**src/design/fpa_pkg.sv**
```systemverilog
// Shared opcode type for the fixed-point ALU.
`default_nettype none
package fpa_pkg;

  typedef enum logic [3:0] {
    OP_ADD      = 4'd0,
    OP_SUB      = 4'd1,
    OP_MUL      = 4'd2,
    OP_DIV      = 4'd3,
    OP_GT       = 4'd4,
    OP_LT       = 4'd5,
    OP_GE       = 4'd6,
    OP_LE       = 4'd7,
    OP_EQ       = 4'd8,
    OP_NE       = 4'd9,
    OP_INC      = 4'd10,
    OP_DEC      = 4'd11,
    OP_MIN      = 4'd12,
    OP_MAX      = 4'd13,
    OP_FROM_INT = 4'd14,
    OP_TO_INT   = 4'd15
  } op_e;

endpackage
`default_nettype wire

```
**src/design/fpa_rsp_if.sv**
```systemverilog
// Response channel interface: raw result and flags.
`default_nettype none
interface fpa_rsp_if #(
  parameter int DATA_WIDTH = 32
);
  logic                  valid;
  logic                  ready;
  logic [DATA_WIDTH-1:0] result_raw;
  logic                  compare_true;
  logic                  divide_error;

  modport source (output valid, output result_raw, output compare_true,
                  output divide_error, input ready);
  modport sink (input valid, input result_raw, input compare_true,
                input divide_error, output ready);
endinterface
`default_nettype wire

```
**src/design/fpa_out.sv**
```systemverilog
// Result selection and the two-entry output buffer.
`default_nettype none
module fpa_out #(
  parameter int DATA_WIDTH = 32,
  parameter int FRAC_BITS  = 8
) (
  input  logic                                     clk_i,
  input  logic                                     rst_ni,
  input  logic                                     vld_i,
  input  logic [4+3+4*DATA_WIDTH+2*FRAC_BITS-1:0]  stage_i,
  output logic                                     adv_o,
  fpa_rsp_if.source                                rsp_o
);
  localparam int W  = DATA_WIDTH;
  localparam int F  = FRAC_BITS;
  localparam int AW = W + F;

  typedef struct packed {
    fpa_pkg::op_e  op;
    logic          neg;
    logic          derr;
    logic          cmp;
    logic [AW-1:0] mcand;
    logic [W-1:0]  opb;
    logic [W-1:0]  rem;
    logic [AW-1:0] acc;
  } stage_t;

  typedef struct packed {
    logic [W-1:0] result;
    logic         cmp;
    logic         derr;
  } beat_t;

  stage_t st;
  beat_t  beat;
  beat_t  out_q;
  beat_t  out_d;
  beat_t  skid_q;
  beat_t  skid_d;
  logic   out_vld_q;
  logic   out_vld_d;
  logic   skid_vld_q;
  logic   skid_vld_d;
  logic   take;

  assign st = stage_i;

  always_comb begin
    beat.cmp  = st.cmp;
    beat.derr = st.derr;
    case (st.op)
      fpa_pkg::OP_MUL: beat.result = st.acc[AW-1:F];
      fpa_pkg::OP_DIV: begin
        if (st.derr) begin
          beat.result = '0;
        end else if (st.neg) begin
          beat.result = ~st.acc[W-1:0] + W'(1);
        end else begin
          beat.result = st.acc[W-1:0];
        end
      end
      default: beat.result = st.acc[W-1:0];
    endcase
  end

  assign adv_o = !skid_vld_q;
  assign take  = vld_i && !skid_vld_q;

  always_comb begin
    out_d      = out_q;
    out_vld_d  = out_vld_q;
    skid_d     = skid_q;
    skid_vld_d = skid_vld_q;
    if (!out_vld_q || rsp_o.ready) begin
      if (skid_vld_q) begin
        out_d      = skid_q;
        out_vld_d  = 1'b1;
        skid_vld_d = 1'b0;
      end else begin
        out_d     = beat;
        out_vld_d = take;
      end
    end else if (take) begin
      skid_d     = beat;
      skid_vld_d = 1'b1;
    end
  end

  always_ff @(posedge clk_i or negedge rst_ni) begin
    if (!rst_ni) begin
      out_vld_q  <= 1'b0;
      skid_vld_q <= 1'b0;
    end else begin
      out_vld_q  <= out_vld_d;
      skid_vld_q <= skid_vld_d;
    end
  end

  always_ff @(posedge clk_i) begin
    out_q  <= out_d;
    skid_q <= skid_d;
  end

  assign rsp_o.valid        = out_vld_q;
  assign rsp_o.result_raw   = out_q.result;
  assign rsp_o.compare_true = out_q.cmp;
  assign rsp_o.divide_error = out_q.derr;
endmodule
`default_nettype wire

```
**src/flat_wrapper.sv**
```systemverilog
// flat-port wrapper written by rule: the top's interface ports become plain ports
module fpa_out_flat 
#(
  parameter int DATA_WIDTH = 32,
  parameter int FRAC_BITS  = 8
)
  (clk_i, rst_ni, vld_i, stage_i, adv_o, rsp_o_valid, rsp_o_result_raw, rsp_o_compare_true, rsp_o_divide_error, rsp_o_ready);
  fpa_rsp_if #(.DATA_WIDTH(DATA_WIDTH)) rsp_o_i ();
  input  logic clk_i;
  input  logic rst_ni;
  input  logic vld_i;
  input  logic [4+3+4*DATA_WIDTH+2*FRAC_BITS-1:0] stage_i;
  output logic adv_o;
  output wire logic [$bits(rsp_o_i.valid)-1:0] rsp_o_valid;
  output wire logic [$bits(rsp_o_i.result_raw)-1:0] rsp_o_result_raw;
  output wire logic [$bits(rsp_o_i.compare_true)-1:0] rsp_o_compare_true;
  output wire logic [$bits(rsp_o_i.divide_error)-1:0] rsp_o_divide_error;
  input wire logic [$bits(rsp_o_i.ready)-1:0] rsp_o_ready;
  assign rsp_o_valid = rsp_o_i.valid;
  assign rsp_o_result_raw = rsp_o_i.result_raw;
  assign rsp_o_compare_true = rsp_o_i.compare_true;
  assign rsp_o_divide_error = rsp_o_i.divide_error;
  assign rsp_o_i.ready = rsp_o_ready;
  fpa_out #(.DATA_WIDTH(DATA_WIDTH), .FRAC_BITS(FRAC_BITS)) u_core (.clk_i(clk_i), .rst_ni(rst_ni), .vld_i(vld_i), .stage_i(stage_i), .adv_o(adv_o), .rsp_o(rsp_o_i));
endmodule
```
**config.mk**
```make
export PLATFORM = sky130hd
export DESIGN_NAME = fpa_out_flat
export DESIGN_NICKNAME = d
export VERILOG_FILES = /design/src/design/fpa_pkg.sv /design/src/design/fpa_rsp_if.sv /design/src/design/fpa_out.sv /design/src/flat_wrapper.sv
export SDC_FILE = /design/constraint.sdc
export NUM_CORES = 1
export LEC_CHECK = 0
export ABC_CLOCK_PERIOD_IN_PS = 4300
export BUFFER_PORTS_ARGS = -buffer_cell sky130_fd_sc_hd__buf_2
export CORE_AREA = 2 2 73 145
export DETAILED_ROUTE_END_ITERATION = 8
export DIE_AREA = 0 0 75 147
export PLACE_DENSITY_LB_ADDON = 0.05
export SLEW_MARGIN = 30
export SYNTH_ARGS = -nofsm -noshare
export SYNTH_HDL_FRONTEND = slang
export SYNTH_SLANG_ARGS = --single-unit
```
**constraint.sdc**
```tcl
create_clock -name clk_i -period 4.3 [get_ports clk_i]
set_input_delay 0.86 -clock clk_i [delete_from_list [all_inputs] [get_ports clk_i]]
set_output_delay 0.86 -clock clk_i [all_outputs]
set_load 0.1 [all_outputs]
```
* Word level (Yosys, flattened, before mapping)
Cells that the tools add are included.
** Operators by class
- Bitwise logic cells :: 2
- $add $sub $neg :: 1
- Eq/ne operators :: 2
- Muxes and demuxes :: 7
- Reductions and logical operators :: 6
** Operators by type and width (count)
- $mux 32 :: 2
- $pmux 32 s2 :: 1
- $mux 34 :: 1
- $add 32x1->32 const B :: 1
- $not 32->32 :: 1
- $eq 4x2->1 const B :: 2
- $mux 1 :: 3
- $logic_not 1->1 :: 2
- $reduce_and 2->1 :: 1
- $reduce_bool 2->1 :: 1
- $logic_and 1x1->1 :: 1
- $logic_or 1x1->1 :: 1
- $not 1->1 :: 1
** Word-level totals
- Flip-flop bits (word level) :: 70

* Longest topological paths before layout
- Depth after elaboration :: 6
- Mapped depth :: 8
- Gate-level depth less buffers :: 7

* Worst setup path before layout
Ideal clock, no wire load.
- Path type :: register to register
- From :: reg u_core.out_vld_q (netlist: u_core.rsp_o.valid)
- To :: reg u_core.skid_q[0] (netlist bit), enable pin
- Arrival :: 4.590 ns
- Required time :: 3.825 ns
- Path buffers :: 0
- Library setup time :: 0.475 ns
- Cell stages (with the launch flop) :: 3
- Slack :: -0.765 ns
- Cell sequence :: dfrtp_1 -> nand2b_1 -> nor3b_1
** On the way
- Cells in the longest elaborated chain, start to end :: 4
** RTL lines
- start, declared :: RTL line fpa_out.sv:41 : logic out_vld_q;
- start signal, assigned :: RTL line fpa_out.sv:95 : out_vld_q <= out_vld_d;
- $logic_not 1->1 :: RTL line fpa_out.sv:75 : if (!out_vld_q || rsp_o.ready) begin
- $logic_or 1x1->1 :: RTL line fpa_out.sv:75
- $not 1->1 (no source line)
- $reduce_and 2->1 (no source line)
- end signal, assigned :: RTL line fpa_out.sv:102 : skid_q <= skid_d;
- end, declared :: RTL line fpa_out.sv:39 : beat_t skid_q;
No other way between the ends.
A chain may end at the register's enable or synchronous reset.

==> reports/results.txt <==
CP endpoint kind -> flop
GRT Total Usage -> 22.7%
WL/cell -> 19.4 microns
Post-CTS Setup Inserts -> 0
Placed Area -> 0.00479 sq mm
Mapped Nets -> 560
Core ar. -> 0.00995 sq mm
Synth Area in Adders -> 0.297%
HP Class -> primary input to asynchronous set/reset pin
Required @ worst endpoint -> 4370 ps
Synth area leaders -> edfxtp_1, mux2_2, o21ai_0, clkbuf_1, nor2_1
chip width -> 75 microns
pwr dens -> 422 mW/mm^2
Distinct cells, synth -> 61
gr ovfl total -> 0
CP peak stage delay -> 710 ps
clock buffer depth -> 2
Antenna Cells -> 0
PortBufs -> 86
# setup viols final -> 0
top-area cell type share of the netlist area -> 48.5%
setup_tns -> 0 ps
pin count of the biggest net entering global routing -> 38
total power -> 2.15 mW
ANT nets after route -> 0
I/O Pins -> 191
Max stage delay cell, worst path -> or4b_2
fin crit period -> 3170 ps
crit-path max FO -> 5
Mapped Cells -> 404
register area share after synthesis -> 49.7%
Clk pin slew, worst setup/hold paths -> 50 ps
CP Launch Type -> primary input
EDFF count, synth -> 68
TritonCTS clock tree -> yes
area leader, netlist -> edfxtp_1
fraction of registers with async set/reset -> 2.86%
Post-Place Cells -> 604
post-synthesis compound-gate area fraction -> 18.7%
Final #Nets -> 636
H-tree depth -> 3
Synth Area per Inst -> 10.4 sq um
Synth Warn # -> 0
relative slew slack -> 42.9%
# hold bufs at CTS -> 0
Post-Place Worst Slack -> 836 ps
crit path DAT -> 3240 ps
largest family of logic cells by synthesized area -> compound AO/OA/AOI/OAI gates
Post-Route WL -> 12,000 microns
CP Class -> primary input to flop
post-synthesis mux area share -> 7.26%
Post-Route Skew -> 5.22 ps
DIE HEIGHT -> 147 microns
DR vias -> 3,667
unrepaired setup endpoints after global routing -> no
CTS Root Cell -> clkbuf_16
DRT Pass-1 Iters -> 5
vias per inst -> 5.91
Synth top cells by count -> edfxtp_1, clkbuf_1, nor2_1
Final Hold Fails -> 0
crit share post-route -> 73.7%
first-pass GRT wire length -> 18,900 microns
PostCTS Resize Cnt -> 0
Slew Limit Fails -> 0
final worst slack -> 1130 ps
area delta synth->final -> 21.1%
CP cell instances -> buf_2 -> inv_1 -> ha_1 -> or4b_2 -> or4_4 -> o41ai_2 -> nor3_1 -> a311o_1
status -> finished clean
share of layout cells above drive strength 1 -> 31.1%
post-synthesis simple-gate area fraction -> 18.5%
FF+latch count, synth -> 70
DRC -> 0
Initial Util -> 42.3%
Pleak -> 1.90 nW
Rows -> 52
vias in the first global route -> 3,580
worst slew pin tran -> 847 ps
CTS Buf Count -> 9
gp weighted congestion -> 0.891
Synth Area in XOR/XNOR -> 1.25%
fmax -> 316 MHz
drt initial violations -> 334
ys flop type -> edfxtp_1
most frequent cell after synthesis -> edfxtp_1
DP HPWL -> 8300 microns
synthesized cell area -> 0.00421 sq mm
Max VDD drop -> 219 uV
clock sink total -> 70
initial antenna violation count -> 0
fin cells -> 620
Final Instance Area -> 0.00509 sq mm
worst skew pair latency -> 330 ps
max_cap viols -> 0
die area -> 0.0110 sq mm
## cells in the final DEF, fill, tap and decap left out, drive strengths merged, types with 4 or more instances in the layout
cell type,n
or3,5
or2,6
a31o,4
nor4,10
inv,15
a21oi,17
nand4,4
mux2i,8
nor2,27
a22oi,13
or4,11
edfxtp,68
buf,97
nand2,23
and3,5
a211oi,4
nand3,10
mux2,20
clkbuf,11
nor3,20
nand2b,4
o31ai,5
a41oi,4
a31oi,7
o311ai,4
o21ai,24
## flip-flops by register name, indices dropped and copies added (netlist names)
signal                     count
u_core.rsp_o.result_raw       32
u_core.rsp_o.valid             1
u_core.rsp_o.compare_true      1
u_core.skid_q                 34
u_core.rsp_o.divide_error      1
u_core.skid_vld_q              1
## per-layer routing
layer	up-vias	GRT usage (%)	routed length [microns]
met5	-	0	0
met1	1769	29.4	4970
met4	0	7.86	230
li1	1747	-	-
met3	15	3.98	560
met2	136	37.5	6240
## per-stage QoR
step	utilization (%)	hold slack [ps]
finish	51.2	302
global route	51.2	295
CTS	51.2	294
detailed placement	48.1	535
global placement	48.1	530
floorplan	-	523
## final cells by class
cell class | count | area (sq um)
well taps | 135 | 169
clock inverters | 5 | 73.8
inverters | 15 | 56.3
clock buffers | 11 | 233
multi-input cells | 287 | 1960
flip-flops and latches | 70 | 2090
repair buffers | 97 | 513
fillers | 918 | 4860
## where the power goes
part / switching [mW] / total, mW / internal, mW
registers: 0.0107 / 0.829 / 0.819
logic: 0.434 / 0.551 / 0.117
clock network: 0.266 / 0.770 / 0.504
## worst paths after layout
kind,depth (start not counted),to,slack [ps],startpoint
max in group asynchronous,1,u_core.rsp_o.valid$_DFFE_PN0N_,3900,rst_ni
min in group clk_i,1,u_core.rsp_o.result_raw[10]$_DFFE_PN_,540,u_core.skid_q[12]$_DFFE_PP_
max reg2reg,4,u_core.skid_q[11]$_DFFE_PP_,2540,u_core.rsp_o.valid$_DFFE_PN0N_
max,8,u_core.skid_q[22]$_DFFE_PP_,1130,stage_i[0]
min,1,u_core.skid_vld_q$_DFFE_PN0P_,300,rst_ni
min reg2reg,1,u_core.rsp_o.result_raw[10]$_DFFE_PN_,540,u_core.skid_q[12]$_DFFE_PP_
## cells by family after synthesis
kind of cell,Yosys count
fa+ha+maj,1
simple gates,140
compound gates,112
mux,28
buf+inv,47
xor+xnor,6
flops,70
## worst max-delay path, delay by kind of cell
family	cells	cell delay, ps
buffers and inverters	2	190
and+or+nand+nor	3	1300
AOI/OAI and AO/OA	2	670
adders and majority gates	1	200
(Power assumes the default switching activity.)
