**src/design/fpa_pkg.sv**
```systemverilog
// Shared opcode type for the fixed-point ALU.
`default_nettype none
package fpa_pkg;

  typedef enum logic [3:0] {
    OP_ADD      = 4'd0,
    OP_SUB      = 4'd1,
    OP_MUL      = 4'd2,
    OP_DIV      = 4'd3,
    OP_GT       = 4'd4,
    OP_LT       = 4'd5,
    OP_GE       = 4'd6,
    OP_LE       = 4'd7,
    OP_EQ       = 4'd8,
    OP_NE       = 4'd9,
    OP_INC      = 4'd10,
    OP_DEC      = 4'd11,
    OP_MIN      = 4'd12,
    OP_MAX      = 4'd13,
    OP_FROM_INT = 4'd14,
    OP_TO_INT   = 4'd15
  } op_e;

endpackage
`default_nettype wire

```
**src/design/fpa_cell.sv**
```systemverilog
// One chain cell: a shift-add multiply step and a restoring divide step.
`default_nettype none
module fpa_cell #(
  parameter int DATA_WIDTH = 32,
  parameter int FRAC_BITS  = 8,
  parameter int IDX        = 0
) (
  input  logic [4+3+4*DATA_WIDTH+2*FRAC_BITS-1:0] stage_i,
  output logic [4+3+4*DATA_WIDTH+2*FRAC_BITS-1:0] stage_o
);
  localparam int W        = DATA_WIDTH;
  localparam int F        = FRAC_BITS;
  localparam int AW       = W + F;
  localparam bit MUL_CELL = (IDX < W);
  localparam int BIT      = MUL_CELL ? IDX : 0;

  typedef struct packed {
    fpa_pkg::op_e  op;
    logic          neg;
    logic          derr;
    logic          cmp;
    logic [AW-1:0] mcand;
    logic [W-1:0]  opb;
    logic [W-1:0]  rem;
    logic [AW-1:0] acc;
  } stage_t;

  stage_t        si;
  stage_t        so;
  logic [AW-1:0] addend;
  logic [W:0]    rem_sh;
  logic [W:0]    diff;

  assign si     = stage_i;
  assign addend = si.mcand << BIT;
  assign rem_sh = {si.rem, si.acc[AW-1]};
  assign diff   = rem_sh - {1'b0, si.opb};

  always_comb begin
    so = si;
    case (si.op)
      fpa_pkg::OP_MUL: begin
        if (MUL_CELL && si.opb[BIT]) begin
          so.acc = (BIT == W - 1) ? (si.acc - addend) : (si.acc + addend);
        end
      end
      fpa_pkg::OP_DIV: begin
        if (!diff[W]) begin
          so.rem = diff[W-1:0];
          so.acc = {si.acc[AW-2:0], 1'b1};
        end else begin
          so.rem = rem_sh[W-1:0];
          so.acc = {si.acc[AW-2:0], 1'b0};
        end
      end
      default: ;
    endcase
  end

  assign stage_o = so;
endmodule
`default_nettype wire

```
**config.mk**
```make
export PLATFORM = sky130hd
export DESIGN_NAME = fpa_cell
export DESIGN_NICKNAME = d
export VERILOG_FILES = /design/src/design/fpa_pkg.sv /design/src/design/fpa_cell.sv
export SDC_FILE = /design/constraint.sdc
export NUM_CORES = 1
export LEC_CHECK = 0
export BUFFER_PORTS_ARGS = -buffer_cell sky130_fd_sc_hd__buf_2
export CAP_MARGIN = 20
export CORE_AREA = 3 3 117 119
export DETAILED_ROUTE_END_ITERATION = 10
export DIE_AREA = 0 0 120 122
export PLACE_DENSITY = 0.84
export SKIP_LAST_GASP = 1
export SLEW_MARGIN = 15
export SYNTH_ARGS = -nofsm -noshare
export SYNTH_HDL_FRONTEND = slang
export SYNTH_SLANG_ARGS = --single-unit
```
**constraint.sdc**
```tcl
create_clock -name vclk -period 8.4
set_clock_uncertainty 0.2 [all_clocks]
set_input_delay 0.42 -clock vclk [all_inputs]
set_output_delay 0.42 -clock vclk [all_outputs]
set_load 0.05 [all_outputs]
```
After elaboration in Yosys (flattened, before gate mapping)
Index checks and enable logic that the tools add are counted.
{"block": "word_totals", "word_cells": 8, "in_bits": 151, "ff_bits": 0}
{"block": "op_classes", "addsub": 2, "n_eq_ne": 2, "mux": 4}
{"op": "40-bit case mux with 2 select lines", "n": 1}
{"op": "72-bit 2-to-1 mux", "n": 1}
{"op": "40-bit adder", "n": 1}
{"op": "40-bit 2-to-1 mux", "n": 1}
{"op": "33-bit by 32-bit subtractor with 33-bit output", "n": 1}
{"op": "32-bit 2-to-1 mux", "n": 1}
{"op": "4-bit by 2-bit == test with 1-bit output, second input constant", "n": 2}

Logic depth before layout (Yosys ltp)
Gate-level depths: netlist (run 1).
{"block": "depth", "word_depth": 3, "mapped_depth": 13, "ltp_nobuf": 12}

Worst setup path after synthesis (run 1)
No wires, ideal clock.
{"block": "synth_path", "path_kind": "in2out", "startpoint": "input port stage_i[39]", "endpoint": "output port stage_o[41]", "cell_stages": 12, "path_slack_ns": 3.542, "t_required_ns": 7.780, "arrival_time_ns": 4.238, "path_cell_list": "inv_1 ha_1 fa_1 nand2b_1 a21oi_1 o31ai_2 o21ai_4 o211ai_2 o21ai_4 xnor2_2 buf_2 o311ai_0"}
{"block": "synth_between", "elab_chain_len": 3}
{"item": "from (decl)", "line": "fpa_cell.sv:8", "text": "input logic [4+3+4*DATA_WIDTH+2*FRAC_BITS-1:0] stage_i,"}
{"item": "33-bit by 32-bit subtractor with 33-bit output", "line": "fpa_cell.sv:37", "text": "assign diff = rem_sh - {1'b0, si.opb};"}
{"item": "72-bit 2-to-1 mux", "line": "fpa_cell.sv:48", "text": "if (!diff[W]) begin"}
{"item": "32-bit 2-to-1 mux", "line": "fpa_cell.sv:41", "text": "case (si.op)"}
{"item": "to (decl)", "line": "fpa_cell.sv:9", "text": "output logic [4+3+4*DATA_WIDTH+2*FRAC_BITS-1:0] stage_o"}
No other way between the ends.

Worst setup path in the final report (run 1)
{"block": "layout_path", "startpoint": "input port stage_i[72]", "endpoint": "output port stage_o[66]"}
The elaborated chain is that of the path after synthesis.

==> results_dict.tcl, run 1 <==
set metrics [dict create \
    outcome "finished, final reports clean" \
    min_path_type "input port to output port" \
    fmax_mhz 223.8 \
    swShare_pct 67.62 \
    dp_hpwl_mm 17.41 \
    grt_setup_unrepaired "no" \
    syn_area_um2 5937 \
    start_kind "input port" \
    place_ws_ns 3.656 \
    post_dp_cell_area_um2 6898 \
    ys.warnings.count 0 \
    antenna_found_initial 0 \
    pwr-share-clk_pct 0 \
    hold_path_depth 0 \
    worstPathRequired_ns 7.78 \
    vias 7570 \
    max_slew_margin_pct 26.27 \
    power_mw 0.6774 \
    crit_path_end_kind "output port" \
    fp-row-count 41 \
    layout-drive-gt1-share_pct 28.44 \
    synth.yosys.seq_area_share_pct 0 \
    tightest_slew_ns 1.106 \
    core_area_um2 12670 \
    start_util_pct 46.85 \
    hold_buffers 0 \
    chipWidth_um 120 \
    die_area_um2 14640 \
    finalWorstSetupSlack_ns 3.931 \
    yosys.area.top_type "ha_1" \
    intPower_mw 0.2193 \
    ant_nets 0 \
    setup_tns_ns 0 \
    fin_crit_sh_pct 53.20 \
    p_comb_share_pct 100.0 \
    fin_hold_ws_ns 0.6400 \
    syn_inst 932 \
    seq_cell_count 0 \
    syn_to_final_growth_pct 16.44 \
    post_cts_buffers 0 \
    min_period_ns 4.469 \
    ios 302 \
    drt-total-wl_mm 21.15 \
    crit_type "input port to output port" \
    peakVddDrop_mv 0.06335 \
    worst-path-max-fanout 36 \
    num-nets-final 1337 \
    grt_max_degree 68 \
    dr.first_iter.drc_count 532 \
    chipHeight_um 122 \
    ff_latch_area_um2 0 \
    syn_nets 1156 \
    routedWlPerCell_um 16.48 \
    setup-violations-final 0 \
    io_buffers 296 \
    finalNonFillerCells 1283 \
    p_leak_nw 3.575 \
    synth.distinct_cells 64 \
    synthTopCellsByArea "ha_1, buf_4, a21oi_1, nand2_1, xnor2_1" \
    grt_pass1_wl_mm 32.44 \
    syn_avg_cell_area_um2 6.370 \
    final_util_pct 54.56 \
    p_per_area_nw_per_um2 97.99 \
    hold_viol_final 0 \
    gp_congestion 0.9224 \
    n_antenna_cell 0 \
    drtPass1Iterations 6 \
    dp.cells 1282 \
    cap_violations 0 \
    vias_per_cell 5.900 \
    p_seq_share_pct 0 \
    fin_area_um2 6913 \
    grt_pass1_vias 6934 \
    critPathArrivalTime_ns 3.85 \
    gr-usage-all-layers_pct 26.00 \
    n_clock_buffer 0 \
    ctsResizeCount 0 \
    switchingPower_mw 0.4581 \
    slew_viol_final 0 \
    drcViolationCount 0 \
    yosys.area.top_type_share_pct 14.96 \
    gr-total-overflow 0 \
]
## synth_stat cells (all sizes together), types with 14 or more instances
library cell,instances
o21ai,62
a31oi,35
o22ai,26
ha,71
xor2,27
nor2,69
xnor2,34
nand4,14
a21oi,106
nand2,99
inv,61
nand3,29
a21o,33
clkbuf,33
buf,90
## area by class of cell
class	count	area, um2
Timing Repair Buffer	302	1534
Inverter	61	229.0
Tap cell	172	215.2
Fill cell	1289	5758
Multi-Input combinational cell	748	4935
## cells by family after synthesis
kind of cell             share of synthesized area (%)
AO/OA/AOI/OAI                                    37.77
multiplexers                                    0.7165
adder cells (fa/ha/maj)                          15.64
AND/OR/NAND/NOR                                  19.64
buffers and inverters                            16.99
XOR/XNOR                                         9.252
## routing by layer
| metal | share of wire [%] | GRT usage (%) |
|---|---|---|
| met5 | 0 | 0 |
| met4 | 2.1 | 7.087 |
| met3 | 7.4 | 2.182 |
| met2 | 51 | 50.02 |
| met1 | 40 | 30.69 |
## cell usage in the layout, fill, tap and decap left out, types with 3 or more instances in the layout
cell type,synthesis,final
and2_1,7,6
a221o_1,3,3
a211oi_1,6,6
a21o_1,33,33
o311ai_0,5,5
and3_1,11,11
o22ai_1,26,26
a211o_1,3,3
nand2b_1,7,7
o2111ai_1,3,3
o21bai_1,11,11
buf_4,80,5
nor2_1,69,69
nor3_1,6,6
nand4_1,14,14
nor2b_1,8,8
o31ai_1,7,7
inv_1,61,61
a32oi_1,3,3
o21ai_0,54,53
buf_2,10,296
o211ai_1,6,6
ha_1,71,71
o21ai_1,6,7
a21oi_1,105,105
nand2_1,99,99
o21a_1,6,6
a21boi_0,4,4
a31oi_1,35,35
a22oi_1,11,11
xor2_1,26,26
xnor2_1,33,33
nand3_1,29,29
## final timing paths
kind,startpoint,slack [ns],end
setup / recovery,stage_i[72],3.93,stage_o[66]
hold / removal,stage_i[146],0.64,stage_o[146]
## critical path: stages
cell      delay (ns)
buf_2           0.17
ha_1            0.23
fa_1            0.40
nand2b_1        0.21
a21oi_1         0.19
o31ai_2         0.11
o21ai_4         0.22
o211ai_2        0.16
o21ai_4         0.29
xnor2_2         0.08
buf_4           0.24
nor2_1          0.57
a221o_1         0.26
buf_2           0.27
## power by group through the flow
stage | logic, mW | registers [mW] | clock network [mW]
finish | 0.677 | 0 | 0
global route | 0.728 | 0 | 0
CTS | 0.668 | 0 | 0
detailed placement | 0.664 | 0 | 0
global placement | 0.659 | 0 | 0
floorplan | 0.525 | 0 | 0
(Power assumes the default switching activity.)
==> run 2, diff against run 1 <==
- ABC_AREA: unset -> 1
- CORE_AREA: 3 3 117 119 -> unset
- CORE_MARGIN: unset -> 3
- CORE_UTILIZATION: unset -> 54
- DIE_AREA: 0 0 120 122 -> unset
- PLACE_DENSITY: 0.84 -> 0.89
- clock period: 8.4 -> 4.5 ns (I/O delays scaled with it)
==> run 2 against run 1 <==
Count of clock-buffer cells in the layout unchanged. Design area increased by 39%. Worst hold slack got worse by 0.39 ns. First-iteration DRC count increased by 17%. Synthesized cell count increased by 92%. Combinational power increased by 110%. Flip-flop and latch count unchanged. Sequential share of layout area unchanged. Critical path depth increased by 7. Via count increased by 47%.
==> results_dict.tcl, run 2 <==
set metrics [dict create \
    synthTopCellsByArea "nand2_1, inv_1, ha_1, nand3_1, buf_4" \
    synth_common_cells "nand2_1, inv_1, nand3_1, nor2_1, buf_4" \
    start_kind "input port" \
    start_util_pct 55.62 \
    dr.first_iter.drc_count 622 \
    min_period_ns 3.686 \
    synth.yosys.seq_area_share_pct 0 \
    vias 11100 \
    post_cts_buffers 0 \
    setup_tns_ns 0 \
    chipHeight_um 131.6 \
    maxUsedRoutingLayer "met4" \
    grt_max_degree 62 \
    finalNonFillerCells 2191 \
    outcome "finished, final reports clean" \
    core_area_um2 15310 \
    grt_setup_unrepaired "no" \
    worstPathRequired_ns 4.07 \
    fill_cells 1673 \
    max_slew_margin_pct 32.43 \
    grt_pass1_wl_mm 46.98 \
    fin_crit_sh_pct 81.92 \
    syn_area_um2 8518 \
    fp-row-count 45 \
    drtPass1Iterations 5 \
    gr-usage-all-layers_pct 31.57 \
    hold_buffers 0 \
    gp_congestion 0.9569 \
    drt-met1-wl_mm 11.83 \
    wl_met2_mm 14.54 \
    cap_violations 0 \
    synth.distinct_cells 37 \
    fmax_mhz 271.3 \
    drcViolationCount 0 \
    syn_avg_cell_area_um2 4.764 \
    critPathArrivalTime_ns 3.26 \
    peakVddDrop_mv 0.07848 \
    crit_path_end_kind "output port" \
    gr-total-overflow 0 \
    setup-violations-final 0 \
    slew_viol_final 0 \
    die_area_um2 17320 \
    tightest_slew_ns 1.012 \
    p_per_area_nw_per_um2 151.5 \
    min_path_type "input port to output port" \
    grt_pass1_vias 10300 \
    ant_nets 0 \
    syn_inst 1788 \
    antenna_found_initial 0 \
    n_antenna_cell 0 \
    worstHoldStart "stage_i[144]" \
    ios 302 \
    chipWidth_um 131.6 \
    ff_latch_area_um2 0 \
    ys.warnings.count 0 \
    vias_per_cell 5.068 \
    n_clock_buffer 0 \
    fin_area_um2 9575 \
    seq_cell_count 0 \
    p_leak_nw 6.494 \
    synth_most_common_cell "nand2_1" \
    worst-path-max-fanout 33 \
    yosys.area.top_type_share_pct 30.98 \
    layout_common_cells "nand2_1, inv_1, buf_2, nand3_1, nor2_1" \
    multi_input_area_um2 6280 \
    dp.cells 2190 \
    yosys.area.top_type "nand2_1" \
    routedWlPerCell_um 13.34 \
    layout-drive-gt1-share_pct 17.68 \
    ctsResizeCount 0 \
    syn_to_final_growth_pct 12.41 \
    mostFrequentLayoutCell "nand2_1" \
    final_util_pct 62.52 \
    io_buffers 296 \
    crit_type "input port to output port" \
    hold_viol_final 0 \
    num-nets-final 2206 \
    route.met3.wl_mm 1.409 \
    dp_hpwl_mm 24.94 \
    syn_nets 2012 \
    drt-total-wl_mm 29.22 \
    post_dp_cell_area_um2 9560 \
    startpoint "stage_i[39]" \
]
-- run 2: changes by cell type after synthesis, sizes merged, moves of 28 or more --
cell   delta
a21o     -28
xnor2    -33
o21ai    -36
a21oi    -28
nor2     +59
nand3   +105
nand2   +625
inv     +335
a31oi    -35
-- run 2: power breakdown --
part           switching, mW  internal, mW  total [mW]  leakage, nW
Sequential                 0             0           0            0
Combinational           1.03         0.419        1.45         6.49
Clock                      0             0           0            0
-- run 2: path summary, 6_finish.rpt --
kind,endpoint,slack (ns),cells past startpoint
hold / removal,stage_o[144],0.25,0
setup / recovery,stage_o[71],0.81,21
-- run 2: critical path, stage by stage --
cell and delay [ns]:
buf_2 0.10, inv_1 0.04, buf_4 0.15, ha_1 0.23, fa_1 0.40, inv_1 0.09
nand2_1 0.06, nand2_1 0.07, nand3_1 0.08, nand2_2 0.11, nand2_2 0.06, nand2_2 0.07
nand2_2 0.07, nand2_2 0.06, nand2_1 0.06, nand2_2 0.55, nand2_1 0.28, nand2_1 0.13
nand2_1 0.10, nand2_1 0.08, buf_2 0.26
-- run 2: per-stage QoR --
stage	setup WS [ns]	power [mW]	hold slack, ns
global route	0.6108	1.599	0.2501
floorplan	1.817	1.120	0.4171
detailed placement	0.8463	1.435	0.2503
CTS	0.8324	1.441	0.2503
finish	0.8138	1.451	0.2500
global placement	0.9340	1.420	0.2503
-- run 2: logic make-up after synthesis --
| logic type | after synthesis | synth area share [%] |
|---|---|---|
| adders and majority gates | 73 | 10.90 |
| buffers and inverters | 508 | 26.31 |
| AOI/OAI and AO/OA | 158 | 10.78 |
| xor gates and xnor gates | 18 | 1.851 |
| and+or+nand+nor | 1031 | 50.16 |
-- run 2: area by class of cell --
| type | count | area share (%) |
|---|---|---|
| multi-input cells | 1280 | 65.58 |
| repair buffers | 303 | 16.10 |
| well taps | 211 | 2.757 |
| inverters | 397 | 15.56 |
-- run 2: metal layers --
layer,vias to the layer above,track usage [%]
met4,0,13.83
met2,400,61.29
li1,5759,-
met3,85,2.106
met5,-,0
met1,4859,34.91
==> run 3, diff against run 2 <==
- ABC_AREA: 1 -> 0
- CORE_UTILIZATION: 54 -> 49
- PLACE_DENSITY: 0.89 -> 0.88
- clock period: 4.5 -> 3.6 ns (I/O delays scaled with it)
==> run 3 against run 2 <==
First-iteration DRC count decreased by 28%. Power increased by 13%. Non-clock buffer count increased by 21.
==> results_dict.tcl, run 3 (synthesis gave the netlist of run 1 again) <==
set metrics [dict create \
    worstPathRequired_ns 3.22 \
    mostFrequentLayoutCell "buf_2" \
    crit_family "compound AO/OA/AOI/OAI gates" \
    worstHoldStart "stage_i[146]" \
    start_util_pct 51.12 \
    slowest_stage "o31ai_1" \
    seq_cell_count 0 \
    finalNonFillerCells 1277 \
    hold_viol_final 0 \
    num-nets-final 1359 \
    ff_latch_area_um2 0 \
    dr.first_iter.drc_count 446 \
    grt_pass1_wl_mm 33.09 \
    worst-path-max-fanout 7 \
    vias 7636 \
    tightest_slew_ns 0.8091 \
    fin_crit_sh_pct 95.04 \
    hold_buffers 0 \
    syn_to_final_growth_pct 20.93 \
    gr-usage-all-layers_pct 29.46 \
    vias_per_cell 5.980 \
    layout_common_cells "buf_2, a21oi_1, nand2_1, ha_1, nor2_1" \
    outcome "finished, final reports clean" \
    slew_viol_final 0 \
    cp_num_buf_inv 3 \
    p_per_area_nw_per_um2 228.0 \
    fin_area_um2 7179 \
    worst_path_largest_cell_delay_ns 0.52 \
    fp-row-count 39 \
    peakVddDrop_mv 0.1099 \
    n_clock_buffer 0 \
    dp.cells 1274 \
    min_path_type "input port to output port" \
    hold_path_depth 0 \
    crit_type "input port to output port" \
    ant_nets 0 \
    crit_chain "buf_2, ha_1, o21ai_0, a21oi_1, o31ai_1, a21oi_1, a211oi_1, buf_4, nor2_1, a21oi_1, xor2_1, a21oi_1, buf_2" \
    grt_pass1_vias 7135 \
    p_leak_nw 3.712 \
    crit_path_end_kind "output port" \
    start_kind "input port" \
    gr-total-overflow 0 \
    grt_max_degree 48 \
    cpMostUsedCell "a21oi_1" \
    max_slew_margin_pct 46.06 \
    chipHeight_um 116.1 \
    chipWidth_um 116.1 \
    antenna_found_initial 1 \
    die_area_um2 13470 \
    dp_hpwl_mm 17.81 \
    drt-total-wl_mm 21.24 \
    routedWlPerCell_um 16.63 \
    power_mw 1.637 \
    setup-violations-final 0 \
    post_dp_cell_area_um2 7116 \
    ios 302 \
    fmax_mhz 292.3 \
    core_area_um2 11610 \
    hold_end "stage_o[146]" \
    cap_violations 0 \
    gp_congestion 0.9633 \
    layout-drive-gt1-share_pct 30.80 \
    drtPass1Iterations 5 \
    critPathArrivalTime_ns 3.04 \
    grt_setup_unrepaired "no" \
    min_period_ns 3.421 \
    io_buffers 296 \
    drcViolationCount 0 \
]
==> run 3: cell types whose count changed in the layout (fill, tap and decap cells not counted), moves of 18 or more <==
cell     change
a21o_1      +28
a21oi_1     +29
a31oi_1     +30
buf_4       +18
inv_1      -332
nand2_1    -603
nand2_2     -22
nand3_1     -95
nor2_1      -52
o21ai_0     +26
xnor2_1     +32
==> run 3: how the worst max path moves through the flow <==
stage,start,end,slack [ns],cells past startpoint
floorplan,stage_i[39],stage_o[42],-0.02,13
global placement,stage_i[39],stage_o[59],0.15,15
detailed placement,stage_i[0],stage_o[32],0.07,14
CTS,stage_i[0],stage_o[32],0.07,14
global route,stage_i[0],stage_o[32],0.007,14
finish,stage_i[7],stage_o[35],0.18,13
==> run 3: timing repair <==
item                                    CTS  global route
setup buffers                             0             2
endpoints found under the setup margin    0            24
resized for setup                         0             6
==> run 3: cell type report <==
class / count / area (um2)
multi-input cells: 748 / 5031
fillers: 1128 / 4434
repair buffers: 324 / 1738
inverters: 61 / 229.0
well taps: 143 / 178.9
diodes: 1 / 2.502
==> run 3: metrics by stage <==
stage	utilization [%]	TNS, ns	setup WS, ns	hold slack (ns)
2_1_floorplan	-	-0.1397	-0.01709	0.3271
3_3_place_gp	61.27	0	0.1525	0.1603
3_5_place_dp	61.27	0	0.07292	0.1603
4_1_cts	61.27	0	0.06559	0.1603
5_1_grt	61.82	0	0.007183	0.1601
6_report	61.82	0	0.1786	0.1601
==> run 3: where the power goes <==
group / internal [mW] / switching, mW / total [mW] / leakage, nW
Combinational: 0.553 / 1.08 / 1.64 / 3.71
Clock: 0.0000000372 / 0 / 0.0000000373 / 0.00000634
Sequential: 0 / 0 / 0 / 0
Total: 0.553 / 1.08 / 1.64 / 3.71
==> run 3: routing by layer <==
| metal | GRT usage (%) | part of all wire [%] | vias up |
|---|---|---|---|
| met5 | 0 | 0 | - |
| met1 | 34.46 | 39 | 3489 |
| met4 | 10.29 | 2.8 | 0 |
| met2 | 55.70 | 51 | 372 |
| met3 | 2.507 | 7.3 | 53 |
| li1 | - | - | 3722 |
