**config.mk**
```make
export PLATFORM = sky130hd
export DESIGN_NAME = fpa_prep
export DESIGN_NICKNAME = d
export VERILOG_FILES = /design/src/design/fpa_pkg.sv /design/src/design/fpa_prep.sv
export SDC_FILE = /design/constraint.sdc
export NUM_CORES = 1
export LEC_CHECK = 0
export ABC_AREA = 1
export BUFFER_PORTS_ARGS = -buffer_cell sky130_fd_sc_hd__buf_4
export CAP_MARGIN = 20
export CORE_ASPECT_RATIO = 1.2
export CORE_MARGIN = 2
export CORE_UTILIZATION = 47
export DETAILED_ROUTE_END_ITERATION = 7
export PLACE_DENSITY = 0.74
export RECOVER_POWER = 50
export SLEW_MARGIN = 20
export SYNTH_ARGS = -nofsm -noshare
export SYNTH_HDL_FRONTEND = slang
export SYNTH_SLANG_ARGS = --single-unit
```
**constraint.sdc**
```tcl
create_clock -name vclk -period 4.6
set_clock_uncertainty 0.05 [all_clocks]
set_input_delay 0.46 -clock vclk [all_inputs]
set_output_delay 0.46 -clock vclk [all_outputs]
set_load 0.02 [all_outputs]
```
**src/design/fpa_pkg.sv**
```systemverilog
// Shared opcode type for the fixed-point ALU.
`default_nettype none
package fpa_pkg;

  typedef enum logic [3:0] {
    OP_ADD      = 4'd0,
    OP_SUB      = 4'd1,
    OP_MUL      = 4'd2,
    OP_DIV      = 4'd3,
    OP_GT       = 4'd4,
    OP_LT       = 4'd5,
    OP_GE       = 4'd6,
    OP_LE       = 4'd7,
    OP_EQ       = 4'd8,
    OP_NE       = 4'd9,
    OP_INC      = 4'd10,
    OP_DEC      = 4'd11,
    OP_MIN      = 4'd12,
    OP_MAX      = 4'd13,
    OP_FROM_INT = 4'd14,
    OP_TO_INT   = 4'd15
  } op_e;

endpackage
`default_nettype wire

```
**src/design/fpa_prep.sv**
```systemverilog
// Entry decode: results of the operations that need no chain cell, and setup of the multiply and divide chain.
`default_nettype none
module fpa_prep #(
  parameter int DATA_WIDTH = 32,
  parameter int FRAC_BITS  = 8
) (
  input  fpa_pkg::op_e                            op_i,
  input  logic [DATA_WIDTH-1:0]                   a_i,
  input  logic [DATA_WIDTH-1:0]                   b_i,
  output logic [4+3+4*DATA_WIDTH+2*FRAC_BITS-1:0] stage_o
);
  localparam int W  = DATA_WIDTH;
  localparam int F  = FRAC_BITS;
  localparam int AW = W + F;

  typedef struct packed {
    fpa_pkg::op_e  op;
    logic          neg;
    logic          derr;
    logic          cmp;
    logic [AW-1:0] mcand;
    logic [W-1:0]  opb;
    logic [W-1:0]  rem;
    logic [AW-1:0] acc;
  } stage_t;

  stage_t        st;
  logic          gt;
  logic          lt;
  logic [W-1:0]  res;
  logic [W-1:0]  ua;
  logic [W-1:0]  ub;

  assign gt = $signed(a_i) > $signed(b_i);
  assign lt = $signed(a_i) < $signed(b_i);
  assign ua = a_i[W-1] ? (~a_i + W'(1)) : a_i;
  assign ub = b_i[W-1] ? (~b_i + W'(1)) : b_i;

  always_comb begin
    res      = '0;
    st       = '0;
    st.op    = op_i;
    st.mcand = {{F{a_i[W-1]}}, a_i};
    st.opb   = b_i;
    case (op_i)
      fpa_pkg::OP_ADD:      res = a_i + b_i;
      fpa_pkg::OP_SUB:      res = a_i - b_i;
      fpa_pkg::OP_INC:      res = a_i + W'(1);
      fpa_pkg::OP_DEC:      res = a_i - W'(1);
      fpa_pkg::OP_MIN:      res = gt ? b_i : a_i;
      fpa_pkg::OP_MAX:      res = gt ? a_i : b_i;
      fpa_pkg::OP_FROM_INT: res = a_i << F;
      fpa_pkg::OP_TO_INT:   res = W'($signed(a_i) >>> F);
      fpa_pkg::OP_GT:       st.cmp = gt;
      fpa_pkg::OP_LT:       st.cmp = lt;
      fpa_pkg::OP_GE:       st.cmp = !lt;
      fpa_pkg::OP_LE:       st.cmp = !gt;
      fpa_pkg::OP_EQ:       st.cmp = (a_i == b_i);
      fpa_pkg::OP_NE:       st.cmp = (a_i != b_i);
      fpa_pkg::OP_DIV: begin
        st.opb  = ub;
        st.neg  = a_i[W-1] ^ b_i[W-1];
        st.derr = (b_i == '0);
      end
      default: ;
    endcase
    if (op_i == fpa_pkg::OP_DIV) begin
      st.acc = {ua, {F{1'b0}}};
    end else if (op_i == fpa_pkg::OP_MUL) begin
      st.acc = '0;
    end else begin
      st.acc = {{F{1'b0}}, res};
    end
  end

  assign stage_o = st;
endmodule
`default_nettype wire

```
# Word-level counts from Yosys, hierarchy flattened
# Cells that the tools add are included.
[totals]
reg_bits = 0
elab_cells = 42
input_bits = 68
[op_classes]
n_addsub = 6
n_bitwise = 3
magnitude_cmp = 2
eq_ne = 17
n_reduce_logical = 4
mux = 10
[ops]
columns = ["operator", "count"]
rows = [
  ["$pmux W32 S8", 1],
  ["$mux W32", 6],
  ["$add A32 B1 Y32 const B", 3],
  ["$not A32 Y32", 2],
  ["$mux W40", 1],
  ["$add A32 B32 Y32", 1],
  ["$eq A32 B32 Y1", 1],
  ["$eq A4 B4 Y1 const B", 8],
  ["$gt A32 B32 Y1", 1],
  ["$logic_not A32 Y1", 1],
  ["$lt A32 B32 Y1", 1],
  ["$ne A32 B32 Y1", 1],
  ["$sub A32 B1 Y32 const B", 1],
  ["$sub A32 B32 Y32", 1],
  ["$eq A4 B3 Y1 const B", 4],
  ["$eq A4 B2 Y1 const B", 2],
  ["$pmux W1 S6", 1],
  ["$eq A4 B1 Y1 const B", 1],
  ["$logic_not A4 Y1", 1],
  ["$logic_not A1 Y1", 2],
  ["$mux W2", 1],
  ["$xor A1 B1 Y1", 1],
]

# Logic depth before layout (Yosys ltp)
# Gate-level depths: netlist of run 1.
[logic_depth]
ltp_word = 5
mapped_depth = 28
mapped_depth_nobuf = 28

# Worst setup path before layout of run 1
# OpenSTA, ideal clock, no wires.
[synth_timing]
path_type = "input to output"
startpoint = "input b_i[1]"
endpoint = "output stage_o[29]"
path_stages = 27
n_path_buf = 0
arrival_ps = 3438
path_slack_ps = 652
path_cell_list = "inv_1 > ha_1 > nand3_2 > nor3_2 > nand2_1 > nor2_2 > nand3_1 > nor2_2 > nand2_1 > nor2_2 > nand2_1 > xor2_1 > nand2_1 > nand2_1 > ha_1 > nand2_1 > nor2_1 > inv_1 > nor2_1 > inv_1 > o21ai_0 > nor2_1 > nand3_1 > nand2_1 > o21ai_0 > inv_1 > nand3_1"
[synth_via]
elab_chain_cells = 5
elab_cells_between_ends = 8
[synth_rtl]
columns = ["element", "line_no", "source"]
rows = [
  ["start: declaration", "fpa_prep.sv:9", "input logic [DATA_WIDTH-1:0] b_i,"],
  ["$gt A32 B32 Y1", "fpa_prep.sv:34", "assign gt = $signed(a_i) > $signed(b_i);"],
  ["$mux W32, on equally long branches", "fpa_prep.sv:51, fpa_prep.sv:50", ""],
  ["$pmux W32 S8 (*)", "fpa_prep.sv:45", "case (op_i)"],
  ["$mux W32 (*)", "fpa_prep.sv:69", "end else if (op_i == fpa_pkg::OP_MUL) begin"],
  ["$mux W40 (*)", "fpa_prep.sv:67", "if (op_i == fpa_pkg::OP_DIV) begin"],
  ["end: declaration", "fpa_prep.sv:10", "output logic [4+3+4*DATA_WIDTH+2*FRAC_BITS-1:0] stage_o"],
]
# Every way passes the cells marked *; elsewhere a longest branch is shown, timed or not.

# Worst setup path after layout of run 1
[layout_timing]
startpoint = "input b_i[1]"
endpoint = "output stage_o[21]"
# The elaborated chain is that of the path after synthesis.

==> run_results.csv, run 1 <==
group,metric,value,unit
placement,dp_hpwl,35400,um
timing,period_needed,4540,ps
power,power_density,147,nW/um2
critical_path,crit_start,"b_i[1]",
placement,dpl.cell_count,2045,
cells_and_area,antenna_cells,0,
floorplan,initial_core_util,48.1,%
cells_and_area,finalCoreUtilization,59.4,%
synth,synth_area_leaders,"nand2_1 18%, ha_1 9.4%, nand3_1 7.8%",
floorplan,ios,219,
synth,ys_warn_count,0,
synth,synth_commonest_cells,"416 x nand2_1, 175 x nor2_1, 173 x inv_1",
route,drt_iter0_markers,1663,
synth,yosysUniqueCellTypes,57,
global_routing,overflow,0,
power,ir_drop,0.113,mV
route,num_vias,12402,
critical_path,cp-end-kind,"output port",
critical_path,crit_buf_inv,4,
floorplan,rows,54,
timing,clock.fmax,220,MHz
synth,post_synth_inst_count,1632,
cells_and_area,nFlopsAndLatches,0,
critical_path,cpPeakStageDelay,250,ps
hold_path,hold_path_class,"in -> out",
cells_and_area,seq_area,0,um2
synth,yosysMostFrequentCell,"nand2_1",
global_routing,grt_util_all_layers,41.1,%
timing,finalSetupViolations,0,
critical_path,critPathMaxFanout,4,
cells_and_area,clock_buffers,0,
global_routing,grt_first_pass_wirelength,63200,um
synth,synth_area_leader_cell,"nand2_1",
critical_path,critical-path-top-delay-family,"simple AND/OR/NAND/NOR gates",
synth,synth_top_area_share,17.7,%
global_routing,antenna_found_initial,0,
timing,slew_violations,0,
cells_and_area,layout.cells.non_filler,2057,
placement,port-buffer-count,187,
timing,max-slew-margin-rel,49.8,%
timing,setup_tns,0,ps
cts,cts_hold_buf,0,
placement,gp_congestion,1.04,
route,post-route-drc-count,0,
timing,period_share,98.8,%
critical_path,worstSetupPathType,"in -> out",
floorplan,die-area,19900,um2
timing,worst_slew_pin_slew,753,ps
floorplan,coreArea,18300,um2
synth,netlist_area,8810,um2
run_status,status,"finished clean",
critical_path,crit_slowest_cell,"ha_1",
critical_path,critPathArrivalTime,4030,ps
critical_path,critPathLaunchType,"input pin",
route,via_per_inst,6.03,
floorplan,die_w,129,um
route,drtPass1Iterations,8,
route,final_antenna_net_count,0,
cells_and_area,area_growth,23.4,%
hold_path,hold_end,"stage_o[150]",
power,total_power,0.00160,W
critical_path,cp.required,4090,ps
cells_and_area,drive_gt1_share,22.6,%
hold_path,min_path_cells,2,
global_routing,grt_pass1_vias,11013,
global_routing,grt_start_max_net_pins,59,
timing,rsz0062_at_grt,"yes",
floorplan,die_h,154,um
power,p_leak,5.35,nW
hold_path,worstHoldStart,"op_i[3]",
synth,synth_area_per_cell,5.40,um2
synth,ys_seq_area_share,0,%
cells_and_area,nNetsFinal,1943,
route,wl,43600,um
route,wl_per_cell,21.2,um
critical_path,cp_common_cell,"nand2_1",
timing,hold_violations,0,
job,maxCapViolCount,0,
## routing by layer
layer | global-route usage, % | wire length, um | vias up
met5 | 0 | 0 | -
met4 | 10.6 | 1710 | 0
met3 | 6.23 | 5250 | 145
met2 | 67.3 | 19700 | 859
met1 | 56.0 | 16900 | 5648
li1 | - | - | 5750
## layout make-up
| class | instances | area [um2] |
|---|---|---|
| Fill cell | 2034 | 7440 |
| Multi-Input combinational cell | 1358 | 7930 |
| Timing Repair Buffer | 264 | 1920 |
| Inverter | 183 | 698 |
| Tap cell | 252 | 315 |
## through the flow
| step | instance area, um2 | setup WS [ps] | hold WS [ps] |
|---|---|---|---|
| final | 10900 | 56.0 | 1160 |
| after floorplan | 8930 | 652 | 983 |
| after global routing | 10900 | -111 | 1170 |
| after CTS | 10400 | 39.4 | 1110 |
| after global placement | 10300 | -28.2 | 1110 |
| after detailed placement | 10300 | -72.9 | 1110 |
## logic make-up (layout without fill, tap and decap cells)
kind of cell,Yosys count,in the layout,synth area share (%)
muxes,12,12,1.36
xor gates and xnor gates,34,34,3.38
buffers and inverters,305,447,17.2
and+or+nand+nor,858,858,43.5
AOI/OAI and AO/OA,354,354,24.7
other,1,32,0.0426
adders and majority gates,68,68,9.83
## worst max-delay path by stage
stage | endpoint | cells past startpoint
2_1_floorplan | stage_o[29] | 27
3_3_place_gp | stage_o[21] | 24
3_5_place_dp | stage_o[21] | 24
4_1_cts | stage_o[20] | 22
5_1_grt | stage_o[29] | 27
6_report | stage_o[21] | 25
## report_power, final
part / leakage (nW) / internal, W / switching [W]
registers: 0 / 0 / 0
clock network: 0 / 0 / 0
logic: 5.35 / 0.000532 / 0.00107
## layout by cell type (no fill, tap or decap), drive strengths merged, types with 13 or more instances in the layout
cell type  instances
nand2            427
buf              232
nor2             187
inv              178
nand3            150
o21ai            125
a21oi            123
ha                66
o211ai            51
nand4             33
conb              32
clkbuf            32
xor2              28
nor3              28
o21bai            14
o22ai             13
## what timing repair did
item                                    4_1_cts  5_1_grt
cloned                                        0        0
pin swaps                                     0       48
endpoints found under the setup margin        3       19
setup buffers                                 0       12
gates resized for setup                       3      130
Power figures use the tool's default switching activity.
==> run 2, diff against run 1 <==
- REMOVE_ABC_BUFFERS: unset -> 1
==> run 2 against run 1 <==
Maximum frequency up 1.3%. First-iteration DRC count fell by 14%. Total power decreased by 3.6%. Clock-buffer cell count did not move. Critical path depth fell by 5. Cell count shrank 0.34%. Worst hold slack gained 2.6 ps. Sequential share of layout area is the same.
==> run_results.csv, run 2 (synthesized netlist as in run 1, its figures left out) <==
group,metric,value,unit
route,drtPass1Iterations,6,
route,drt_iter0_markers,1427,
global_routing,overflow,0,
cts,cts_hold_buf,0,
route,via_per_inst,5.99,
critical_path,critPathMaxFanout,5,
critical_path,worstSetupPathType,"in -> out",
global_routing,grt_first_pass_wirelength,61900,um
timing,max-slew-margin-rel,36.2,%
placement,gp_congestion,1.02,
critical_path,critPathLaunchType,"input pin",
power,total_power,0.00154,W
route,wl,42400,um
floorplan,rows,54,
run_status,status,"finished clean",
route,wl_per_cell,20.7,um
cells_and_area,fillers,1986,
route,post-route-drc-count,0,
cells_and_area,nFlopsAndLatches,0,
global_routing,grt_start_max_net_pins,80,
cells_and_area,nNetsFinal,1936,
critical_path,crit_slowest_cell,"nor4_4",
route,final_antenna_net_count,0,
cells_and_area,antenna_cells,0,
global_routing,met1_usage,52.7,%
global_routing,antenna_found_initial,0,
power,power_density,144,nW/um2
timing,finalSetupViolations,0,
timing,setup_tns,0,ps
floorplan,die_w,129,um
timing,worst_slew_pin_slew,957,ps
floorplan,die_h,154,um
job,maxCapViolCount,0,
global_routing,grt_util_met3,8.35,%
timing,rsz0062_at_grt,"yes",
floorplan,initial_core_util,48.1,%
cells_and_area,area_growth,21.5,%
critical_path,crit_chain,"buf_4, inv_1, nand4_1, nor4_4, nand2_1, buf_4, xor2_1, nand2_1, nand2_1, ha_1, a21oi_1, o21ai_0, a21oi_2, nand2_1, nand2_1, nand2_1, nor2_1, nor2_1, nand4_1, buf_4",
cells_and_area,drive_gt1_share,20.4,%
cells_and_area,seq_area,0,um2
placement,port-buffer-count,187,
cells_and_area,clock_buffers,0,
power,p_leak,5.25,nW
global_routing,grt_util_all_layers,40.1,%
critical_path,cp_common_cell,"nand2_1",
timing,period_needed,4480,ps
global_routing,gr-usage-met2,65.0,%
floorplan,coreArea,18300,um2
floorplan,die-area,19900,um2
critical_path,cpPeakStageDelay,430,ps
critical_path,critPathArrivalTime,3970,ps
route,num_vias,12286,
critical_path,crit_buf_inv,4,
timing,clock.fmax,223,MHz
timing,slew_violations,0,
cells_and_area,final_common_cell,"nand2_1",
hold_path,hold_path_class,"in -> out",
cells_and_area,layout_common_cells,"401 x nand2_1, 202 x buf_4, 171 x inv_1",
timing,fin_hold_ws,1160,ps
critical_path,cp-end-kind,"output port",
timing,hold_violations,0,
global_routing,grt_pass1_vias,10983,
floorplan,ios,219,
placement,dp_hpwl,34900,um
power,ir_drop,0.0858,mV
critical_path,critical-path-top-delay-family,"simple AND/OR/NAND/NOR gates",
critical_path,cp.required,4090,ps
global_routing,grt_busiest_layer,"met2",
timing,period_share,97.5,%
==> run 2: cell count changes in the layout (fill, tap and decap cells not counted), moves of 3 or more <==
| cell | previous run | this run |
|---|---|---|
| nor2_2 | 21 | 14 |
| nand3_2 | 26 | 17 |
| a21oi_2 | 8 | 12 |
| o21ai_1 | 16 | 19 |
| buf_4 | 220 | 202 |
| inv_4 | 3 | 0 |
| clkbuf_1 | 32 | 51 |
| nor2_1 | 157 | 166 |
| buf_6 | 10 | 1 |
| ha_4 | 5 | 9 |
| nand3_1 | 121 | 130 |
==> run 2: cell type report <==
cell class / count / area [um2] / area share (%)
Inverter: 183 / 697 / 6.51
Timing Repair Buffer: 257 / 1770 / 16.6
Multi-Input combinational cell: 1358 / 7920 / 74.0
Tap cell: 252 / 315 / 2.94
==> run 2: worst paths after layout <==
kind   start            to  slack [ps]  cells after the start
max   b_i[5]   stage_o[22]         120                     20
min   a_i[0]  stage_o[104]        1160                      2
==> run 2: where the power goes <==
part	internal [W]	switching (W)	leakage, nW
logic	0.000509	0.00103	5.25
registers	0	0	0
clock network	0	0	0
total	0.000509	0.00103	5.25
==> run 2: layer usage <==
layer / routed length [um] / vias up / share of wire [%]
met2: 19000 / 832 / 45
met3: 5120 / 129 / 12
met5: 0 / - / 0
li1: - / 5744 / -
met1: 16500 / 5581 / 39
met4: 1900 / 0 / 4.5
==> run 2: what timing repair did <==
action	4_1_cts	5_1_grt
pin swaps	1	39
resized for setup	9	107
setup buffers	0	13
setup endpoints to repair	7	19
==> run 2: through the flow <==
stage	util, %	cells	setup slack, ps	area [um2]
CTS	56.3	2037	5.62	10300
detailed placement	56.1	2037	-52.9	10300
global route	58.5	2050	-110	10700
finish	58.5	2050	116	10700
floorplan	-	1541	565	8100
global placement	56.1	2037	5.82	10300
==> run 3, diff against run 2 <==
- ABC_AREA: 1 -> unset
- PLACE_DENSITY: 0.74 -> 0.76
==> run 3 against run 2 <==
The flow now finishes with violations (max-capacitance violations, max-slew violations, negative setup slack). Routed wire length is 24% lower. Sequential share of layout area stayed put. Synthesized cell count is 32% lower. Clock-buffer cell count stayed put. Utilization is 8.0 points higher. Critical path type unchanged. Total power is 5.1% lower. Combinational power is 5% lower. Critical path depth stayed put. Largest power group unchanged. Maximum frequency is 8.0% lower. Die area is 16% lower. Non-clock buffer count is 130 higher.
==> run_results.csv, run 3 <==
group,metric,value,unit
critical_path,crit_start,"b_i[9]",
critical_path,critPathLaunchType,"input pin",
cells_and_area,layout.cells.non_filler,1604,
power,clockPowerShare,0,%
power,internal_power,0.000631,W
timing,period_needed,4880,ps
power,switching_power,0.000831,W
power,power_density,142,nW/um2
floorplan,die_h,141,um
power,p_leak,4.65,nW
timing,period_share,106,%
timing,finalSetupViolations,13,
route,drtPass1Iterations,6,
route,wl_per_cell,20.2,um
power,p_sw_share,56.8,%
cells_and_area,antenna_cells,0,
cells_and_area,area_growth,40.3,%
synth,yosysMostFrequentCell,"nand2_1",
critical_path,critPathArrivalTime,4370,ps
synth,post_synth_inst_count,1110,
synth,synth_area_leader_cell,"ha_1",
power,p_comb_share,100.0,%
critical_path,critPathMaxFanout,4,
timing,slew_violations,51,
floorplan,coreArea,15500,um2
hold_path,hold_path_class,"in -> out",
floorplan,rows,50,
route,via_per_inst,6.22,
run_status,status,"complete, but fails checks",
route,final_antenna_net_count,0,
critical_path,cp-end-kind,"output port",
route,post-route-drc-count,0,
synth,synth_top_area_share,11.3,%
cells_and_area,clock_buffers,0,
synth,synth_area_per_cell,6.60,um2
timing,max-slew-margin-rel,-29.1,%
cells_and_area,seq_area,0,um2
cts,cts_hold_buf,0,
route,drt_iter0_markers,761,
power,ir_drop,0.0936,mV
timing,worst_slew_pin_slew,1940,ps
floorplan,initial_core_util,47.4,%
floorplan,die_w,118,um
synth,ys_warn_count,0,
placement,dpl.cell_count,1577,
global_routing,grt_start_max_net_pins,51,
global_routing,antenna_found_initial,0,
critical_path,worstSetupPathType,"in -> out",
cells_and_area,nFlopsAndLatches,0,
synth,netlist_area,7330,um2
timing,fin_ws,-275,ps
timing,hold_violations,0,
placement,dp_hpwl,24600,um
job,maxCapViolCount,1,
synth,synth_area_leaders,"ha_1 11%, xnor2_1 9.9%, buf_4 8.0%",
route,num_vias,9974,
route,wl,32400,um
timing,rsz0062_at_grt,"yes",
global_routing,overflow,0,
timing,clock.fmax,205,MHz
synth,synth_commonest_cells,"109 x nand2_1, 103 x a21oi_1, 83 x xnor2_1",
global_routing,grt_first_pass_wirelength,47800,um
timing,setup_tns,-1920,ps
cells_and_area,nNetsFinal,1534,
synth,yosysUniqueCellTypes,81,
power,total_power,0.00146,W
placement,gp_congestion,1.01,
placement,port-buffer-count,187,
cells_and_area,drive_gt1_share,31.7,%
run_status,violations,"max-capacitance violations, max-slew violations, negative setup slack",
critical_path,cp.required,4090,ps
floorplan,ios,219,
floorplan,die-area,16600,um2
power,pwr-share-seq,0,%
global_routing,grt_util_all_layers,35.3,%
cells_and_area,finalCoreUtilization,66.5,%
synth,ys_seq_area_share,0,%
cells_and_area,final_common_cell,"buf_4",
global_routing,grt_pass1_vias,9251,
critical_path,critPathCapture,"stage_o[28]",
cells_and_area,layout_common_cells,"315 x buf_4, 106 x nand2_1, 91 x a21oi_1",
[run 3: changes by cell type after synthesis, moves of 14 or more]
| cell | delta |
|---|---|
| a21o_1 | +20 |
| a21oi_1 | -19 |
| a221o_1 | +18 |
| and3_1 | +14 |
| clkbuf_1 | +17 |
| inv_1 | -120 |
| nand2_1 | -307 |
| nand3_1 | -104 |
| nand4_1 | -15 |
| nor2_1 | -98 |
| o211ai_2 | -27 |
| o21ai_0 | -40 |
| xnor2_1 | +77 |
[run 3: power groups by stage]
stage	Combinational, W	Sequential [W]	Clock (W)
after floorplan	0.000735	0	0
after global placement	0.00132	0	0
after CTS	0.00138	0	0
after global routing	0.00156	0	0
final	0.00146	0	0
after detailed placement	0.00133	0	0
[run 3: cell families after synthesis]
| family | share of synthesized area (%) |
|---|---|
| other cells | 0.0512 |
| buf+inv | 13.9 |
| fa+ha+maj | 11.8 |
| compound gates | 34.3 |
| xor+xnor | 14.0 |
| simple gates | 25.2 |
| mux | 0.700 |
[run 3: per-stage QoR]
stage | area, um2 | hold WS [ps] | setup slack (ps)
floorplan | 6620 | 870 | -586
global placement | 9630 | 1100 | -351
detailed placement | 9630 | 1100 | -464
CTS | 9980 | 1100 | -103
global route | 10300 | 1160 | -353
finish | 10300 | 1150 | -275
[run 3: worst max-delay path, cell delays in order]
cell and delay, ps:
buf_6 90, or2_4 240, or4_4 450, nor4_4 420, nand2_2 140, buf_6 150, nor2_4 140, nand2_4 100
buf_6 150, xnor2_2 130, a21oi_2 70, ha_1 320, and3_4 190, a31oi_4 120, o211ai_1 120, a31oi_2 250
xor2_1 220, o221ai_1 140, a221o_1 320, buf_6 140
[run 3: layout make-up]
type | instances | area [um2]
multi-input cells | 956 | 6980
inverters | 53 | 199
repair buffers | 387 | 2840
well taps | 208 | 260
fillers | 1451 | 5170
[run 3: timing repair]
| item | in CTS | in global routing |
|---|---|---|
| pin swaps | 47 | 51 |
| hold endpoints to repair | 0 | 0 |
| buffers inserted | 12 | 15 |
| endpoints found under the setup margin | 16 | 21 |
| resized for setup | 60 | 71 |
[run 3: how the worst min path moves through the flow]
stage | from | end | slack, ps | depth (start not counted)
2_1_floorplan | a_i[0] | stage_o[104] | 870 | 0
3_3_place_gp | b_i[0] | stage_o[72] | 1100 | 2
3_5_place_dp | b_i[0] | stage_o[72] | 1100 | 2
4_1_cts | b_i[0] | stage_o[72] | 1100 | 2
5_1_grt | b_i[0] | stage_o[72] | 1160 | 2
6_report | b_i[0] | stage_o[72] | 1150 | 2
[run 3: metal layers]
layer / up-vias / GRT usage, % / wire length, um
met5: - / 0 / 0
met4: 0 / 22.8 / 2560
met3: 197 / 5.50 / 2720
met2: 602 / 63.2 / 15300
met1: 4580 / 38.7 / 11800
li1: 4595 / - / -
